File: src/rtl/pmst_pkg.sv
// Shared types, codes, constants and the helper function of the peer misbehavior score table.
`timescale 1ns / 1ps
package pmst_pkg;

  // Number of peer slots and the index width that addresses them.
  localparam int unsigned PEERS = 64;
  localparam int unsigned IDX_W = (PEERS > 1) ? $clog2(PEERS) : 1;

  // Operation codes of the op field.
  localparam logic [2:0] OP_ATTACH   = 3'd0;
  localparam logic [2:0] OP_DETACH   = 3'd1;
  localparam logic [2:0] OP_PENALIZE = 3'd2;
  localparam logic [2:0] OP_COUNT    = 3'd3;
  localparam logic [2:0] OP_RESET    = 3'd4;
  localparam logic [2:0] OP_QUERY    = 3'd5;

  // Configuration register indexes.
  localparam logic [1:0] CFG_THRESHOLD = 2'd0;
  localparam logic [1:0] CFG_LIMIT     = 2'd1;
  localparam logic [1:0] CFG_PENALTY   = 2'd2;

  // Register reset values.
  localparam logic [15:0] THRESHOLD_RST = 16'd100;
  localparam logic [7:0]  LIMIT_RST     = 8'd10;
  localparam logic [7:0]  PENALTY_RST   = 8'd20;

  // Class of an accepted item as seen by the back end.
  typedef enum logic [2:0] {
    CLS_ATTACH,
    CLS_DETACH,
    CLS_PENALIZE,
    CLS_COUNT,
    CLS_RESET,
    CLS_QUERY,
    CLS_NONE
  } cls_e;

  typedef enum logic {
    BK_IDLE,
    BK_EXEC
  } bk_state_e;

  typedef struct packed {
    cls_e             cls;
    logic [IDX_W-1:0] idx;
    logic [7:0]       penalty;
    logic             noban;
  } cmd_t;

  typedef struct packed {
    logic        found;
    logic        disconnect;
    logic [15:0] score;
    logic [7:0]  unconnecting_count;
  } res_t;

  typedef struct packed {
    logic [15:0] threshold;
    logic [7:0]  limit;
    logic [7:0]  penalty;
  } cfg_t;

  // Per-peer payload kept in the entry memory; presence lives in flip-flops.
  typedef struct packed {
    logic        noban;
    logic [15:0] score;
    logic        mark;
    logic [7:0]  count;
    logic        latched;
  } entry_t;

  typedef struct packed {
    logic [15:0] score;
    logic        newly;
  } pen_res_t;

  // Saturating score update and first-crossing detection.
  function automatic pen_res_t add_penalty(logic [15:0] prev_score, logic [7:0] amount,
                                           logic [15:0] thr, logic nb);
    pen_res_t    r;
    logic [16:0] sum;
    sum = {1'b0, prev_score} + {9'd0, amount};
    r.score = sum[16] ? 16'hFFFF : sum[15:0];
    r.newly = (r.score >= thr) && (prev_score < thr) && !nb;
    return r;
  endfunction

endpackage

File: src/rtl/pmst_front.sv
// Front end: accepts items, classifies them and holds them in a two-entry command queue.
`timescale 1ns / 1ps
module pmst_front (
  input  logic          clk_i,
  input  logic          rst_ni,
  input  logic          push,
  output logic          full,
  input  logic [2:0]    op_i,
  input  logic [5:0]    peer_i,
  input  logic [7:0]    penalty_i,
  input  logic          noban_i,
  output pmst_pkg::cmd_t cmd_o,
  output logic          cmd_valid_o,
  input  logic          cmd_pop_i
);
  import pmst_pkg::*;

  cmd_t       cls_cmd;
  cmd_t       q_mem [2];
  logic       wr_ptr_q, wr_ptr_d;
  logic       rd_ptr_q, rd_ptr_d;
  logic [1:0] cnt_q, cnt_d;
  logic       accept;
  logic       in_range;

  assign in_range = (32'(peer_i) < PEERS);

  always_comb begin
    cls_cmd.idx     = IDX_W'(peer_i);
    cls_cmd.penalty = penalty_i;
    cls_cmd.noban   = noban_i;
    unique case (op_i)
      OP_ATTACH:   cls_cmd.cls = CLS_ATTACH;
      OP_DETACH:   cls_cmd.cls = CLS_DETACH;
      OP_PENALIZE: cls_cmd.cls = CLS_PENALIZE;
      OP_COUNT:    cls_cmd.cls = CLS_COUNT;
      OP_RESET:    cls_cmd.cls = CLS_RESET;
      default:     cls_cmd.cls = CLS_QUERY;  // query and the unused codes
    endcase
    // A slot beyond the table is absent for every operation.
    if (!in_range) begin
      cls_cmd.cls = CLS_NONE;
    end
  end

  assign full        = (cnt_q == 2'd2);
  assign accept      = push && !full;
  assign cmd_valid_o = (cnt_q != 2'd0);
  assign cmd_o       = q_mem[rd_ptr_q];

  always_comb begin
    wr_ptr_d = accept ? ~wr_ptr_q : wr_ptr_q;
    rd_ptr_d = cmd_pop_i ? ~rd_ptr_q : rd_ptr_q;
    cnt_d    = cnt_q + {1'b0, accept} - {1'b0, cmd_pop_i};
  end

  always_ff @(posedge clk_i or negedge rst_ni) begin
    if (!rst_ni) begin
      wr_ptr_q <= 1'b0;
      rd_ptr_q <= 1'b0;
      cnt_q    <= 2'd0;
    end else begin
      wr_ptr_q <= wr_ptr_d;
      rd_ptr_q <= rd_ptr_d;
      cnt_q    <= cnt_d;
    end
  end

  always_ff @(posedge clk_i) begin
    if (accept) begin
      q_mem[wr_ptr_q] <= cls_cmd;
    end
  end

endmodule

File: src/rtl/pmst_back.sv
// Back end: entry memory, presence bits and the read-modify-write sequencer.
`timescale 1ns / 1ps
module pmst_back (
  input  logic           clk_i,
  input  logic           rst_ni,
  input  pmst_pkg::cfg_t cfg_i,
  input  pmst_pkg::cmd_t cmd_i,
  input  logic           cmd_valid_i,
  output logic           cmd_pop_o,
  input  logic           res_full_i,
  output logic           res_push_o,
  output pmst_pkg::res_t res_o
);
  import pmst_pkg::*;

  bk_state_e      state_q, state_d;
  logic [PEERS-1:0] present_q;
  entry_t         mem_q [PEERS];
  entry_t         rdata_q;
  entry_t         wdata;
  logic           rd_en;
  logic           wr_en;
  logic           set_present;
  logic           clr_present;
  logic           pres;
  logic [7:0]     cnt_inc;
  pen_res_t       pr;

  assign pres = present_q[cmd_i.idx];

  // Sequencer: read the entry, then modify, write back and emit the result.
  always_comb begin
    state_d    = state_q;
    rd_en      = 1'b0;
    cmd_pop_o  = 1'b0;
    res_push_o = 1'b0;
    unique case (state_q)
      BK_IDLE: begin
        if (cmd_valid_i && !res_full_i) begin
          rd_en   = 1'b1;
          state_d = BK_EXEC;
        end
      end
      BK_EXEC: begin
        cmd_pop_o  = 1'b1;
        res_push_o = 1'b1;
        state_d    = BK_IDLE;
      end
      default: state_d = BK_IDLE;
    endcase
  end

  always_ff @(posedge clk_i or negedge rst_ni) begin
    if (!rst_ni) begin
      state_q <= BK_IDLE;
    end else begin
      state_q <= state_d;
    end
  end

  // Entry update for the command in execution.
  always_comb begin
    wdata       = rdata_q;
    wr_en       = 1'b0;
    set_present = 1'b0;
    clr_present = 1'b0;
    res_o       = '0;
    cnt_inc     = (rdata_q.count == 8'hFF) ? rdata_q.count : rdata_q.count + 8'd1;
    pr          = add_penalty(rdata_q.score, cmd_i.penalty, cfg_i.threshold, rdata_q.noban);
    unique case (cmd_i.cls)
      CLS_ATTACH: begin
        wdata       = '0;
        wdata.noban = cmd_i.noban;
        wr_en       = 1'b1;
        set_present = 1'b1;
        res_o.found = 1'b1;
      end
      CLS_DETACH: begin
        clr_present = 1'b1;
        res_o.found = pres;
      end
      CLS_NONE: begin
        res_o = '0;
      end
      default: begin
        if (pres) begin
          unique case (cmd_i.cls)
            CLS_PENALIZE: begin
              wdata.score = pr.score;
              wdata.mark  = rdata_q.mark | pr.newly;
              res_o.disconnect = pr.newly;
              wr_en = 1'b1;
            end
            CLS_COUNT: begin
              if (!rdata_q.latched) begin
                wdata.count = cnt_inc;
                wr_en       = 1'b1;
                if (cnt_inc >= cfg_i.limit) begin
                  pr = add_penalty(rdata_q.score, cfg_i.penalty, cfg_i.threshold,
                                   rdata_q.noban);
                  wdata.latched    = 1'b1;
                  wdata.score      = pr.score;
                  wdata.mark       = rdata_q.mark | pr.newly;
                  res_o.disconnect = pr.newly;
                end
              end
            end
            CLS_RESET: begin
              wdata.count = 8'd0;
              wr_en       = 1'b1;
            end
            default: begin
              res_o.disconnect = rdata_q.mark && !rdata_q.noban;
            end
          endcase
          res_o.found              = 1'b1;
          res_o.score              = wdata.score;
          res_o.unconnecting_count = wdata.count;
        end
      end
    endcase
  end

  always_ff @(posedge clk_i or negedge rst_ni) begin
    if (!rst_ni) begin
      present_q <= '0;
    end else if (state_q == BK_EXEC) begin
      if (set_present) begin
        present_q[cmd_i.idx] <= 1'b1;
      end else if (clr_present) begin
        present_q[cmd_i.idx] <= 1'b0;
      end
    end
  end

  // Entry memory: one read port with registered data, one write port.
  always_ff @(posedge clk_i) begin
    if (rd_en) begin
      rdata_q <= mem_q[cmd_i.idx];
    end
    if ((state_q == BK_EXEC) && wr_en) begin
      mem_q[cmd_i.idx] <= wdata;
    end
  end

endmodule

File: src/rtl/pmst_result_queue.sv
// Two-entry result queue that presents the oldest result on the output ports.
`timescale 1ns / 1ps
module pmst_result_queue (
  input  logic           clk_i,
  input  logic           rst_ni,
  input  logic           res_push_i,
  input  pmst_pkg::res_t res_i,
  output logic           res_full_o,
  output logic           empty,
  input  logic           pop,
  output pmst_pkg::res_t res_o
);
  import pmst_pkg::*;

  res_t       q_mem [2];
  logic       wr_ptr_q, wr_ptr_d;
  logic       rd_ptr_q, rd_ptr_d;
  logic [1:0] cnt_q, cnt_d;
  logic       take;

  assign empty      = (cnt_q == 2'd0);
  assign res_full_o = (cnt_q == 2'd2);
  assign take       = pop && !empty;
  assign res_o      = q_mem[rd_ptr_q];

  always_comb begin
    wr_ptr_d = res_push_i ? ~wr_ptr_q : wr_ptr_q;
    rd_ptr_d = take ? ~rd_ptr_q : rd_ptr_q;
    cnt_d    = cnt_q + {1'b0, res_push_i} - {1'b0, take};
  end

  always_ff @(posedge clk_i or negedge rst_ni) begin
    if (!rst_ni) begin
      wr_ptr_q <= 1'b0;
      rd_ptr_q <= 1'b0;
      cnt_q    <= 2'd0;
    end else begin
      wr_ptr_q <= wr_ptr_d;
      rd_ptr_q <= rd_ptr_d;
      cnt_q    <= cnt_d;
    end
  end

  always_ff @(posedge clk_i) begin
    if (res_push_i) begin
      q_mem[wr_ptr_q] <= res_i;
    end
  end

endmodule

File: src/rtl/peer_misbehavior_score_table_unit.sv
// Top level of the peer misbehavior score table: configuration registers and block wiring.
`timescale 1ns / 1ps
// The unit keeps one entry per peer (presence, no-ban flag, saturating 16-bit score,
// discourage mark, saturating unconnecting-message count and its latch) and executes one
// operation per input transfer, giving exactly one result transfer per item in order.
// Items are taken through push/full into a two-entry command queue, so the producer can
// keep pushing while the back end works; results wait in a two-entry queue read through
// empty/pop. The back end handles one item at a time: the registered read of the entry
// memory comes first, then the modify, write-back and result transfer, and it starts an
// item only when the result queue has room. Presence bits are cleared by reset at once,
// so no clearing pass is needed and items are accepted right after reset. Configuration
// registers (index 0 threshold, 1 unconnecting limit, 2 unconnecting penalty) are
// written through cfg_we_i/cfg_idx_i/cfg_wdata_i and must only change while the unit
// is idle; writes to other indexes are ignored.
module peer_misbehavior_score_table_unit (
  input  logic        clk_i,
  input  logic        rst_ni,
  input  logic        cfg_we_i,
  input  logic [1:0]  cfg_idx_i,
  input  logic [15:0] cfg_wdata_i,
  input  logic        push,
  output logic        full,
  input  logic [2:0]  op_i,
  input  logic [5:0]  peer_i,
  input  logic [7:0]  penalty_i,
  input  logic        noban_i,
  output logic        empty,
  input  logic        pop,
  output logic        found_o,
  output logic        disconnect_o,
  output logic [15:0] score_o,
  output logic [7:0]  unconnecting_count_o
);
  import pmst_pkg::*;

  cfg_t cfg_q;
  cmd_t cmd;
  logic cmd_valid;
  logic cmd_pop;
  logic res_full;
  logic res_push;
  res_t res_new;
  res_t res_head;

  // Configuration registers; a write to an unused index changes nothing.
  always_ff @(posedge clk_i or negedge rst_ni) begin
    if (!rst_ni) begin
      cfg_q.threshold <= THRESHOLD_RST;
      cfg_q.limit     <= LIMIT_RST;
      cfg_q.penalty   <= PENALTY_RST;
    end else if (cfg_we_i) begin
      unique case (cfg_idx_i)
        CFG_THRESHOLD: cfg_q.threshold <= cfg_wdata_i;
        CFG_LIMIT:     cfg_q.limit     <= cfg_wdata_i[7:0];
        CFG_PENALTY:   cfg_q.penalty   <= cfg_wdata_i[7:0];
        default:       cfg_q           <= cfg_q;
      endcase
    end
  end

  // Front end: classification and the command queue.
  pmst_front u_front (
    .clk_i       (clk_i),
    .rst_ni      (rst_ni),
    .push        (push),
    .full        (full),
    .op_i        (op_i),
    .peer_i      (peer_i),
    .penalty_i   (penalty_i),
    .noban_i     (noban_i),
    .cmd_o       (cmd),
    .cmd_valid_o (cmd_valid),
    .cmd_pop_i   (cmd_pop)
  );

  // Back end: starts an item only when the result queue has room for it.
  pmst_back u_back (
    .clk_i       (clk_i),
    .rst_ni      (rst_ni),
    .cfg_i       (cfg_q),
    .cmd_i       (cmd),
    .cmd_valid_i (cmd_valid),
    .cmd_pop_o   (cmd_pop),
    .res_full_i  (res_full),
    .res_push_o  (res_push),
    .res_o       (res_new)
  );

  pmst_result_queue u_res_q (
    .clk_i      (clk_i),
    .rst_ni     (rst_ni),
    .res_push_i (res_push),
    .res_i      (res_new),
    .res_full_o (res_full),
    .empty      (empty),
    .pop        (pop),
    .res_o      (res_head)
  );

  assign found_o              = res_head.found;
  assign disconnect_o         = res_head.disconnect;
  assign score_o              = res_head.score;
  assign unconnecting_count_o = res_head.unconnecting_count;

`ifndef ASSERT_OFF
  // The back end reserves result space before it reads, so the result queue never overflows.
  a_no_res_overflow: assert property (@(posedge clk_i) disable iff (!rst_ni)
    res_push |-> !res_full)
    else $error("result pushed into a full result queue");

  // Every command retired by the back end yields exactly one result transfer.
  a_pop_push_pair: assert property (@(posedge clk_i) disable iff (!rst_ni)
    cmd_pop == res_push)
    else $error("command retire and result push out of step");

  // A command is never retired from an empty command queue.
  a_no_cmd_underflow: assert property (@(posedge clk_i) disable iff (!rst_ni)
    cmd_pop |-> cmd_valid)
    else $error("command popped from an empty queue");

  // An accepted input is visible to the back end in the next cycle.
  a_accept_visible: assert property (@(posedge clk_i) disable iff (!rst_ni)
    (push && !full) |=> cmd_valid)
    else $error("accepted item not queued");
`endif

endmodule

File: config.mk
export PLATFORM = sky130hd
export DESIGN_NAME = peer_misbehavior_score_table_unit
export DESIGN_NICKNAME = d
export VERILOG_FILES = /design/src/rtl/pmst_pkg.sv /design/src/rtl/pmst_front.sv /design/src/rtl/pmst_back.sv /design/src/rtl/pmst_result_queue.sv /design/src/rtl/peer_misbehavior_score_table_unit.sv
export SDC_FILE = /design/constraint.sdc
export NUM_CORES = 2
export LEC_CHECK = 0
export CAP_MARGIN = 0
export CORE_AREA = 3 3 446 315
export DETAILED_ROUTE_END_ITERATION = 16
export DIE_AREA = 0 0 449 318
export DONT_BUFFER_PORTS = 1
export PLACE_DENSITY_LB_ADDON = 0.08
export SYNTH_ARGS = -nofsm -noshare
export SYNTH_HDL_FRONTEND = slang
export SYNTH_SLANG_ARGS = --single-unit
File: constraint.sdc
create_clock -name clk_i -period 20.4 [get_ports clk_i]
set_input_delay 2.04 -clock clk_i [delete_from_list [all_inputs] [get_ports clk_i]]
set_output_delay 2.04 -clock clk_i [all_outputs]
set_load 0.02 [all_outputs]
==> flow_metrics.py <==
metrics = {
    "detailed_routing": {
        "totalWireLength_mm": 234,
        "drc": 0,
        "wl_per_cell_um": 35.9,
        "vias": 45100,
        "drt_first_pass_iters": 8,
        "viasPerCell": 6.91,
        "ant_nets": 0,
        "detail_route.iter0.violations": 6957,
    },
    "sta": {
        "rsz0062_at_grt": "false",
        "maxSlewViolCount": 0,
        "max_slew.worst_pin.slew_ps": 1250,
        "fin_skew_ps": 51.4,
        "fmax_ghz": 0.151,
        "fin_crit_sh": 0.325,
        "holdWs_ps": 502,
        "setup_violations": 0,
        "maxSlewHeadroom": 0.157,
        "final_hold_viol_count": 0,
        "setup_tns_ps": 0,
        "fin_crit_ps": 6640,
    },
    "final_layout": {
        "area.growth.synth_to_final_pct": 11.2,
        "final_nets": 4662,
        "layout_common_cells": "edfxtp_1 (1843), a22oi_1 (567), nand2_1 (221)",
        "final_common_cell": "edfxtp_1",
        "drive_above_1_share": 0.131,
    },
    "synth": {
        "synth-seq-cells": 1948,
        "synthAdderAreaFrac": 0.0132,
        "yosysUniqueCellTypes": 80,
        "synthCells": 4499,
        "synth_area_um2": 75000,
        "synth_edf_count": 1843,
        "synth_top_family_by_area": "compound AO/OA/AOI/OAI gates",
        "yosysWarnings": 0,
        "synth-compound-area-share": 0.140,
        "seq_area_frac_synth": 0.773,
        "ys.flop_type": "edfxtp_1",
        "synthMuxAreaShare": 0.0148,
        "yosys.area_share.simple": 0.0380,
        "synth.avg_cell_area_um2": 16.7,
        "synth-xor-area-share": 0.00362,
        "synthesis.nets": 4618,
        "synth_async_sr_flop_share": 0.0539,
    },
    "critical_path": {
        "max_stage_delay_ps": 1000,
        "worstReg2RegStart": "u_front.rd_ptr_q",
        "cp_top_family": "buffers and inverters",
        "rrSetupSlack_ps": 13760,
        "critical_path_class": "flop to flop",
        "cp.arrival_ps": 7170,
        "critPathSlowestCell": "dfrtp_2",
        "crit_top_cell": "buf_4",
        "crit_cells": 15,
        "required_ps": 20930,
        "critPathBufInv": 6,
        "r2r-end": "u_back.mem_q[54][18]",
        "startpoint_type": "flop",
        "path_cells": "mux2_4 > buf_4 > a21oi_4 > buf_12 > and2_1 > o41ai_2 > o2111ai_1 > nor3b_2 > nor3_2 > buf_4 > a21boi_4 > buf_4 > buf_4 > and4b_1 > buf_4",
        "cp-end-kind": "flop",
        "reg2regPathDepth": 15,
        "critPathCapture": "u_back.mem_q[54][18]",
        "crit_fanout": 99,
        "cp-startpoint": "u_front.rd_ptr_q",
    },
    "power_and_ir_drop": {
        "power_switching_uw": 4810,
        "irDropWorstVdd_uv": 148,
        "p_sw_frac": 0.374,
        "leakage_uw": 0.0266,
        "p_clk_frac": 0.243,
        "combPwrFrac": 0.322,
        "powerDensity_nw_per_um2": 154,
        "power_frac_seq": 0.435,
        "intPower_uw": 8060,
    },
    "global_route": {
        "grt_pass1_vias": 41600,
        "grt_pass1_wl_mm": 328,
        "grt_max_degree": 106,
        "antenna_found_initial": 17,
        "grt-ovfl-total": 0,
        "grt_usage": 0.325,
    },
    "hold_path": {
        "min_path_type": "flop to flop",
    },
    "clocking": {
        "numCtsBuffers": 176,
        "htreeDepth": 4,
        "cts_resized": 0,
        "cts_setup_buffers": 0,
        "root_buffer": "clkbuf_16",
        "clk-insertion-delay-late_ps": 850,
        "cts.sinks": 1948,
        "cts_tree": "done",
        "clk_pin_slew_worst_paths_ps": 70,
        "clock_path_buffers": 3,
        "cts_hold_buffers": 0,
    },
    "floorplanning": {
        "dieArea_um2": 143000,
        "ios": 69,
        "die_w_um": 449,
        "initial_utilization": 0.551,
        "core_area_um2": 136000,
        "chipHeight_um": 318,
        "row_count": 113,
    },
    "run": {
        "maxCapViolCount": 0,
    },
    "placement": {
        "hpwl_mm": 135,
        "gp_congestion": 0.923,
        "io_buffers": 0,
    },
    "run_status": {
        "status": "finished, final reports clean",
    },
}
worst min path at each step:
stage	start	endpoint	slack [ps]	cells after the start
CTS	flop	flop	510	2
finish	flop	flop	500	2
detailed placement	flop	flop	490	2
floorplan	u_res_q.wr_ptr_q	u_res_q.wr_ptr_q	450	1
global placement	flop	flop	490	2
global route	flop	flop	530	2
logic make-up (layout without fill, tap and decap cells):
| kind of cell | Yosys count | count (layout) |
|---|---|---|
| DFF | 1948 | 1948 |
| xor gates and xnor gates | 31 | 31 |
| buffers and inverters | 340 | 521 |
| other | 0 | 4 |
| muxes | 93 | 93 |
| adders and majority gates | 78 | 78 |
| AOI/OAI and AO/OA | 1418 | 1418 |
| and+or+nand+nor | 591 | 591 |
cells in the mapped netlist, types with 6 or more instances:
cell      number  share of area
mux4_2         7         0.0021
and3_1         7        0.00058
edfxtp_1    1843           0.74
xnor2_1       22         0.0026
nand2_1      226          0.011
a211oi_1      11         0.0011
a221oi_1      57         0.0067
buf_1         67         0.0034
a22oi_1      568          0.057
mux2_2        61         0.0092
a21o_1        40         0.0040
mux2i_1       21         0.0028
o211ai_1      13         0.0013
dfstp_2        7         0.0025
a32oi_1        6        0.00070
and4b_1        7        0.00093
nand3_1       50         0.0033
nand4_1       74         0.0062
and2_1        10        0.00083
a22o_1        93          0.011
dfrtp_1       98          0.033
nand2b_1       8        0.00067
a41oi_1       55         0.0064
o211a_1       10         0.0013
a41o_1        13         0.0017
a221o_1       42         0.0056
nor4_1        20         0.0017
inv_1         38         0.0019
o22ai_1        6        0.00050
a31oi_1       60         0.0050
a21oi_1      136         0.0091
or3_1          6        0.00050
buf_2         29         0.0019
nor2_1        77         0.0039
nor2b_1       10        0.00083
nor3_1        71         0.0047
xor2_1         9         0.0011
o21ai_0      149         0.0099
clkbuf_1     200          0.010
a222oi_1      45         0.0060
o31ai_1       69         0.0069
ha_1          76          0.013
layer usage:
metal / global-route usage / up-vias / share of wire
met4: 0.101 / 12 / 0.032
li1: - / 18700 / -
met3: 0.103 / 384 / 0.13
met1: 0.496 / 23100 / 0.41
met5: 0 / - / 0.00046
met2: 0.446 / 2882 / 0.42
power groups by stage:
stage                     logic (µW)  registers [µW]  clock network [µW]
after global placement          4010            5670                   0
final                           4140            5600                3130
after CTS                       4050            5590                3160
after floorplan                 2150            5570                   0
after global routing            4340            5610                3330
after detailed placement        4040            5670                   0
state kept, by name, indices dropped and copies added (netlist names), named ones only:
register          count
u_res_q.wr_ptr_q      1
cfg_q                32
u_res_q.cnt_q         2
u_back.rdata_q       27
u_front.q_mem        36
u_res_q.rd_ptr_q      1
u_back.mem_q       1728
u_front.cnt_q         2
u_back.state_q        1
u_front.wr_ptr_q      1
u_front.rd_ptr_q      1
u_res_q.q_mem        52
layout make-up:
class | count | area, µm²
Sequential cell | 1948 | 58000
Clock inverter | 87 | 629
Multi-Input combinational cell | 2211 | 16200
Clock buffer | 228 | 4680
Antenna cell | 4 | 10.0
Inverter | 38 | 143
Fill cell | 9971 | 52600
Timing Repair Buffer | 168 | 1410
Tap cell | 1840 | 2300
tightest hold or removal path, delay by kind of cell, from the launching register on:
| family | cells | cell delay [ps] |
|---|---|---|
| flops | 1 | 330 |
| compound gates | 2 | 130 |
through the flow:
step                setup WS, ps  total power [µW]   util  std cells  instance area (µm²)
CTS                        13820             12800  0.613       6520                83400
global route               13470             13300  0.613       6521                83400
finish                     13760             12900  0.613       6524                83400
detailed placement         13870              9720  0.574       6205                78100
global placement           13940              9680  0.574       6205                78100
floorplan                  13690              7730      -       4499                75000
(Power assumes the default switching activity.)
